<file path="src/rtl/cacc_pkg.sv">
// ----------------------------------------------------------------------------
// cacc_pkg
// Shared types and constants of the single-slot consensus acceptor.
// ----------------------------------------------------------------------------
package cacc_pkg;

    localparam int MAX_NODES = 64;
    localparam int NODE_W    = 6;
    localparam int DATA_W    = 32;
    localparam int CFG_W     = 7;

    localparam logic [CFG_W-1:0] NODES_RESET = CFG_W'(8);
    localparam logic [CFG_W-1:0] NODES_MAX   = CFG_W'(MAX_NODES);

    localparam logic [1:0] ACT_PROPOSAL = 2'd0;
    localparam logic [1:0] ACT_SET      = 2'd1;
    localparam logic [1:0] ACT_TIMEOUT  = 2'd2;

    localparam logic [1:0] KIND_ACCEPTED = 2'd0;
    localparam logic [1:0] KIND_REJECTED = 2'd1;
    localparam logic [1:0] KIND_SET      = 2'd2;

    typedef struct packed {
        logic [1:0]        action;
        logic [NODE_W-1:0] sender;
        logic [DATA_W-1:0] ticket_in;
        logic [DATA_W-1:0] slot_in;
        logic [DATA_W-1:0] value_in;
    } t_in_word;

    typedef struct packed {
        logic [NODE_W-1:0] dest;
        logic [1:0]        kind_out;
        logic [DATA_W-1:0] ticket_out;
        logic [DATA_W-1:0] slot_out;
        logic [DATA_W-1:0] value_out;
        logic              last;
    } t_out_word;

    typedef struct packed {
        logic eq;
        logic lt;
        logic gt;
    } t_cmp_res;

    typedef enum logic [5:0] {
        S_IDLE  = 6'b000001,
        S_SLOT  = 6'b000010,
        S_TICK  = 6'b000100,
        S_DEC   = 6'b001000,
        S_EMIT  = 6'b010000,
        S_BCAST = 6'b100000
    } t_state;

endpackage

</file>
<file path="src/rtl/cacc_cmp.sv">
// ----------------------------------------------------------------------------
// cacc_cmp
// Shared 32-bit unsigned magnitude comparator with a registered result.
// ----------------------------------------------------------------------------
module cacc_cmp import cacc_pkg::*; (
    input  logic              i_clk,
    input  logic [DATA_W-1:0] i_a,
    input  logic [DATA_W-1:0] i_b,
    output t_cmp_res          o_res
);

    t_cmp_res r_res;

    always_ff @(posedge i_clk) begin
        r_res.eq <= (i_a == i_b);
        r_res.lt <= (i_a < i_b);
        r_res.gt <= (i_a > i_b);
    end

    assign o_res = r_res;

endmodule

</file>
<file path="src/rtl/cacc_obuf.sv">
// ----------------------------------------------------------------------------
// cacc_obuf
// One-word output register between the sequencer and the result channel.
// ----------------------------------------------------------------------------
module cacc_obuf import cacc_pkg::*; (
    input  logic      i_clk,
    input  logic      i_rst_n,
    input  logic      i_load,
    input  t_out_word i_word,
    output logic      o_free,
    output logic      o_valid,
    input  logic      i_ready,
    output t_out_word o_word
);

    logic      r_valid;
    t_out_word r_word;

    assign o_free = !r_valid || i_ready;

    always_ff @(posedge i_clk) begin
        if (!i_rst_n) begin
            r_valid <= 1'b0;
        end else if (i_load) begin
            r_valid <= 1'b1;
        end else if (i_ready) begin
            r_valid <= 1'b0;
        end
    end

    always_ff @(posedge i_clk) begin
        if (i_load) begin
            r_word <= i_word;
        end
    end

    assign o_valid = r_valid;
    assign o_word  = r_word;

endmodule

</file>
<file path="src/rtl/consensus_acceptor.sv">
// ----------------------------------------------------------------------------
// consensus_acceptor
// Single-slot consensus acceptor: adopts, accepts or rejects proposals and
// broadcasts set words to all active nodes on a valid set request.
//
//   channel   signals                      dir
//   input     i_valid / o_ready / i_in     in
//   result    o_valid / i_ready / o_out    out
//   config    i_cfg_we / i_cfg_wdata       in
//
// an input word passes through the shared comparator in S_SLOT, S_TICK
// and S_DEC (slot, then ticket, then decision); result words go out in S_EMIT or S_BCAST
// a set broadcast issues nodes_clamp words, one per cycle while the
// output register drains
// result stalls hold the sequencer; o_ready is high only between words
// synchronous active-low reset, no clearing pass
// ----------------------------------------------------------------------------
module consensus_acceptor import cacc_pkg::*; (
    input  logic             i_clk,
    input  logic             i_rst_n,
    input  logic             i_valid,
    output logic             o_ready,
    input  t_in_word         i_in,
    output logic             o_valid,
    input  logic             i_ready,
    output t_out_word        o_out,
    input  logic             i_cfg_we,
    input  logic [CFG_W-1:0] i_cfg_wdata
);

    t_state            r_state, n_state;
    logic              r_phase, n_phase;
    logic [DATA_W-1:0] r_ticket, n_ticket;
    logic [DATA_W-1:0] r_value, n_value;
    logic [DATA_W-1:0] r_slot, n_slot;
    logic [NODE_W-1:0] r_leader, n_leader;
    logic [CFG_W-1:0]  r_nodes;
    t_in_word          r_item;
    logic              r_slot_eq, n_slot_eq;
    logic [NODE_W-1:0] r_dest, n_dest;
    logic [1:0]        r_kind, n_kind;
    logic [NODE_W-1:0] r_cnt, n_cnt;
    logic [NODE_W-1:0] r_cnt_last, n_cnt_last;

    logic [DATA_W-1:0] cmp_a;
    logic [DATA_W-1:0] cmp_b;
    t_cmp_res          cmp_res;
    logic              ob_load;
    logic              ob_free;
    t_out_word         ob_word;
    logic [CFG_W-1:0]  nodes_clamp;

    assign cmp_a = (r_state == S_SLOT) ? r_item.slot_in : r_item.ticket_in;
    assign cmp_b = (r_state == S_SLOT) ? r_slot : r_ticket;

    cacc_cmp u_cmp (
        .i_clk (i_clk),
        .i_a   (cmp_a),
        .i_b   (cmp_b),
        .o_res (cmp_res)
    );

    cacc_obuf u_obuf (
        .i_clk   (i_clk),
        .i_rst_n (i_rst_n),
        .i_load  (ob_load),
        .i_word  (ob_word),
        .o_free  (ob_free),
        .o_valid (o_valid),
        .i_ready (i_ready),
        .o_word  (o_out)
    );

    assign o_ready = (r_state == S_IDLE);

    always_comb begin
        if (r_nodes == '0) begin
            nodes_clamp = CFG_W'(1);
        end else if (r_nodes > NODES_MAX) begin
            nodes_clamp = NODES_MAX;
        end else begin
            nodes_clamp = r_nodes;
        end
    end

    always_comb begin
        n_state    = r_state;
        n_phase    = r_phase;
        n_ticket   = r_ticket;
        n_value    = r_value;
        n_slot     = r_slot;
        n_leader   = r_leader;
        n_slot_eq  = r_slot_eq;
        n_dest     = r_dest;
        n_kind     = r_kind;
        n_cnt      = r_cnt;
        n_cnt_last = r_cnt_last;
        ob_load    = 1'b0;
        ob_word    = '0;
        ob_word.ticket_out = r_ticket;
        ob_word.slot_out   = r_slot;
        ob_word.value_out  = r_value;

        case (r_state)
            S_IDLE: begin
                if (i_valid) begin
                    n_state = S_SLOT;
                end
            end
            S_SLOT: begin
                n_state = S_TICK;
            end
            S_TICK: begin
                n_slot_eq = cmp_res.eq;
                n_state   = S_DEC;
            end
            S_DEC: begin
                n_state = S_IDLE;
                if (!r_phase) begin
                    if (r_item.action == ACT_PROPOSAL) begin
                        n_ticket = r_item.ticket_in;
                        n_value  = r_item.value_in;
                        n_slot   = r_item.slot_in;
                        n_leader = r_item.sender;
                        n_phase  = 1'b1;
                        n_dest   = r_item.sender;
                        n_kind   = KIND_ACCEPTED;
                        n_state  = S_EMIT;
                    end
                end else if (r_item.action == ACT_TIMEOUT) begin
                    n_phase  = 1'b0;
                    n_ticket = '0;
                    n_value  = '0;
                    n_slot   = '0;
                    n_leader = '0;
                end else if (r_slot_eq) begin
                    if (r_item.action == ACT_PROPOSAL) begin
                        n_dest  = r_item.sender;
                        n_state = S_EMIT;
                        if (cmp_res.gt) begin
                            n_ticket = r_item.ticket_in;
                            n_value  = r_item.value_in;
                            n_leader = r_item.sender;
                            n_kind   = KIND_ACCEPTED;
                        end else begin
                            n_kind   = KIND_REJECTED;
                        end
                    end else if (r_item.action == ACT_SET) begin
                        if (!cmp_res.lt && r_item.sender == r_leader) begin
                            n_cnt      = '0;
                            n_cnt_last = NODE_W'(nodes_clamp - CFG_W'(1));
                            n_state    = S_BCAST;
                        end
                    end
                end
            end
            S_EMIT: begin
                ob_word.dest     = r_dest;
                ob_word.kind_out = r_kind;
                ob_word.last     = 1'b1;
                if (ob_free) begin
                    ob_load = 1'b1;
                    n_state = S_IDLE;
                end
            end
            S_BCAST: begin
                ob_word.dest     = r_cnt;
                ob_word.kind_out = KIND_SET;
                ob_word.last     = (r_cnt == r_cnt_last);
                if (ob_free) begin
                    ob_load = 1'b1;
                    n_cnt   = r_cnt + NODE_W'(1);
                    if (r_cnt == r_cnt_last) begin
                        n_phase  = 1'b0;
                        n_ticket = '0;
                        n_value  = '0;
                        n_slot   = '0;
                        n_leader = '0;
                        n_state  = S_IDLE;
                    end
                end
            end
            default: begin
                n_state = S_IDLE;
            end
        endcase
    end

    // the slot compare result, registered by cacc_cmp from S_SLOT, is read in S_TICK
    always_ff @(posedge i_clk) begin
        r_slot_eq <= n_slot_eq;
    end

    always_ff @(posedge i_clk) begin
        if (!i_rst_n) begin
            r_state  <= S_IDLE;
            r_phase  <= 1'b0;
            r_ticket <= '0;
            r_value  <= '0;
            r_slot   <= '0;
            r_leader <= '0;
            r_nodes  <= NODES_RESET;
        end else begin
            r_state  <= n_state;
            r_phase  <= n_phase;
            r_ticket <= n_ticket;
            r_value  <= n_value;
            r_slot   <= n_slot;
            r_leader <= n_leader;
            if (i_cfg_we) begin
                r_nodes <= i_cfg_wdata;
            end
        end
    end

    always_ff @(posedge i_clk) begin
        if (o_ready && i_valid) begin
            r_item <= i_in;
        end
        r_dest     <= n_dest;
        r_kind     <= n_kind;
        r_cnt      <= n_cnt;
        r_cnt_last <= n_cnt_last;
    end

endmodule
</file>
<file path="config.mk">
export PLATFORM = sky130hd
export DESIGN_NAME = consensus_acceptor
export DESIGN_NICKNAME = d
export VERILOG_FILES = /design/src/rtl/cacc_pkg.sv /design/src/rtl/cacc_cmp.sv /design/src/rtl/cacc_obuf.sv /design/src/rtl/consensus_acceptor.sv
export SDC_FILE = /design/constraint.sdc
export NUM_CORES = 1
export LEC_CHECK = 0
export ABC_AREA = 1
export BUFFER_PORTS_ARGS = -buffer_cell sky130_fd_sc_hd__buf_4
export CAP_MARGIN = 15
export CORE_MARGIN = 4
export CORE_UTILIZATION = 59
export CTS_BUF_LIST = sky130_fd_sc_hd__clkbuf_2
export DETAILED_ROUTE_END_ITERATION = 8
export PLACE_DENSITY = 0.82
export SYNTH_ARGS = -nofsm -noshare
export SYNTH_HDL_FRONTEND = slang
export SYNTH_SLANG_ARGS = --single-unit
</file>
<file path="constraint.sdc">
create_clock -name i_clk -period 9.35 [get_ports i_clk]
set_input_delay 0.4675 -clock i_clk [delete_from_list [all_inputs] [get_ports i_clk]]
set_output_delay 0.4675 -clock i_clk [all_outputs]
set_load 0.02 [all_outputs]
</file>
==> results.json <==
{
  "outcome": "completed",
  "antenna_found_initial": 2,
  "synth_top_area_cell": "edfxtp_1",
  "post-route-period-util_pct": 39.2,
  "dieArea_mm2": 0.0269,
  "clk_pin_slew_ns": 0.15,
  "drt_iter0_drc": 1034,
  "maxSlewHeadroom_pct": 21.6,
  "worst_clock_skew_ns": 0.0778,
  "ios": 223,
  "drtPass1Iterations": 6,
  "htree_num_levels": 3,
  "cp.arrival_ns": 4.37,
  "die_h_um": 164,
  "synth_area_mm2": 0.0144,
  "wirelength_mm": 38.7,
  "die_w_um": 164,
  "maxSlewViolCount": 0,
  "dpl_worst_slack_ns": 5.79,
  "fin_area_mm2": 0.0183,
  "required_ns": 10.05,
  "layout_commonest_cell": "nand2_1",
  "cts_buffers": 87,
  "cpMaxStageDelayCell": "nand3_2",
  "yosysTopAreaCellShare_pct": 47.9,
  "via_count": 11751,
  "grt_pass1_vias": 11739,
  "drc": 0,
  "cpPeakStageDelay_ns": 1.15,
  "cts_buffer_depth": 3,
  "via_per_inst": 5.29,
  "tns_ns": 0,
  "initial_core_util_pct": 60.6,
  "drive_gt1_share_pct": 20.8,
  "root_buffer": "clkbuf_2",
  "synth_seq_area_share_pct": 64.6,
  "dpl.hpwl_mm": 21.8,
  "synthTopCellsByArea": "edfxtp_1 48%, dfxtp_1 17%, nand2_1 7.8%",
  "synth_nets": 1605,
  "vdd_ir_drop_max_v": 0.000149,
  "core.rowCount": 56,
  "syn_inst": 1455,
  "powerDensity_mw_per_mm2": 223,
  "crit_type": "reg2reg",
  "gp_congestion": 0.874,
  "min_path_type": "in2reg",
  "leakagePower_uw": 0.00811,
  "crit_buf_inv": 1,
  "crit_chain": "nor2_4 > nand4_2 > clkinv_1 > nand2_2 > nand3_2 > o21bai_1 > nor2_1",
  "endpoint_kind": "flip-flop",
  "finalWorstPathRequiredPeriod_ns": 3.67,
  "clock.fmax_mhz": 273,
  "ctsHoldBuffers": 123,
  "rsz0062_at_grt": "false",
  "wl_per_cell_um": 17.4,
  "hold_viol_final": 0,
  "dpl_cell_area_mm2": 0.0162,
  "io_buffers": 222,
  "finalWorstSetupSlack_ns": 5.68,
  "core_mm2": 0.0237,
  "num-fill-cells": 1500,
  "cts_tree": "done",
  "grt_pass1_wl_mm": 59.8,
  "synth_edf_count": 229,
  "cts_resized": 0,
  "cp-start-kind": "flip-flop",
  "whs_ns": 0.150,
  "total_power_uw": 4080,
  "ys_warn_count": 0,
  "rrSetupSlack_ns": 5.68,
  "yosysUniqueCellTypes": 34,
  "critPathMaxFanout": 52,
  "postRouteAntennaNets": 0,
  "grt_max_degree": 131,
  "syn2layout_area_growth_pct": 27.7,
  "worst_slew_pin_slew_ns": 1.18,
  "post_cts_buffers": 0,
  "max-cap-violations": 0,
  "critPathTopFamily": "simple AND/OR/NAND/NOR gates",
  "track_usage_pct": 28.4,
  "clkSinkCount": 349,
  "synth_seq_cells": 349,
  "ys_async_sr_fraction_pct": 0,
  "setup-violations-final": 0,
  "synth_ff_type": "edfxtp_1",
  "syn_area_per_cell_um2": 9.86,
  "clk_latency_ns": 0.89,
  "final_nets": 1981,
  "overflow": 0,
  "mostFrequentLayoutCells": "297 x nand2_1, 231 x buf_4, 229 x edfxtp_1, 201 x inv_1, 189 x nor2_1"
}
cell usage after synthesis, types with 2 or more instances:
cell type,number
nand2_1,297
edfxtp_1,229
inv_1,202
nor2_1,190
dfxtp_1,120
a21oi_1,115
o21ai_0,66
nand4_1,52
clkbuf_1,47
ha_1,34
nand3_1,29
o21bai_1,14
buf_2,9
buf_1,7
nor3_1,7
o21a_1,5
xnor2_1,4
xor2_1,4
buf_6,3
and2_1,2
buf_4,2
clkinv_1,2
inv_2,2
nor2_2,2
nor4_1,2
where the power goes:
group | total (µW) | internal (µW) | switching (µW) | leakage (µW)
sequential | 2030 | 1910 | 112 | 0.00311
combinational | 996 | 363 | 633 | 0.00437
clock | 1060 | 413 | 644 | 0.000625
flip-flops by register name (all words and copies together) (netlist names), 7 cells and up:
signal / flops
r_nodes: 7
r_ticket: 32
u_obuf.o_word: 105
r_item: 104
r_value: 32
r_slot: 32
metal layers:
metal | track usage, % | vias to the layer above | routed length (µm)
li1 | - | 5582 | -
met1 | 34.5 | 5444 | 14300
met2 | 48.2 | 613 | 19600
met3 | 6.80 | 112 | 3250
met4 | 13.0 | 0 | 1490
met5 | 0 | - | 0
final cells by class:
type	instances	area, µm²	area share (%)
Sequential cell	349	9280	50.6
Tap cell	319	399	2.18
Clock buffer	135	676	3.69
Antenna cell	3	7.51	0.0410
Multi-Input combinational cell	832	4060	22.1
Timing Repair Buffer	355	2990	16.3
Inverter	206	773	4.22
Clock inverter	24	144	0.785
worst min-delay path, stage by stage:
cell and delay (ns):
buf_4 0.36, nand2_1 0.16, nor2_1 0.04
kinds of logic after synthesis:
group	share of synthesized area, %
AOI/OAI and AO/OA	7.40
xor gates and xnor gates	0.488
adders and majority gates	2.96
buffers and inverters	7.45
DFF	64.6
and+or+nand+nor	17.0
through the flow:
stage,cells,util (%)
6_report,2223,77.4
5_1_grt,2222,77.4
4_1_cts,2219,77.2
3_5_place_dp,1937,68.6
3_3_place_gp,1937,68.6
2_1_floorplan,1455,-
path summary, 6_finish.rpt:
kind | depth (start not counted) | start | to
setup / recovery | 7 | r_state[1] | r_slot[27]
hold / removal | 3 | i_rst_n | r_ticket[12]
setup reg to reg | 7 | r_state[1] | r_slot[27]
hold reg to reg | 0 | r_value[6] | u_obuf.o_word[7]
Note: power is estimated with default switching activity, not from simulation.
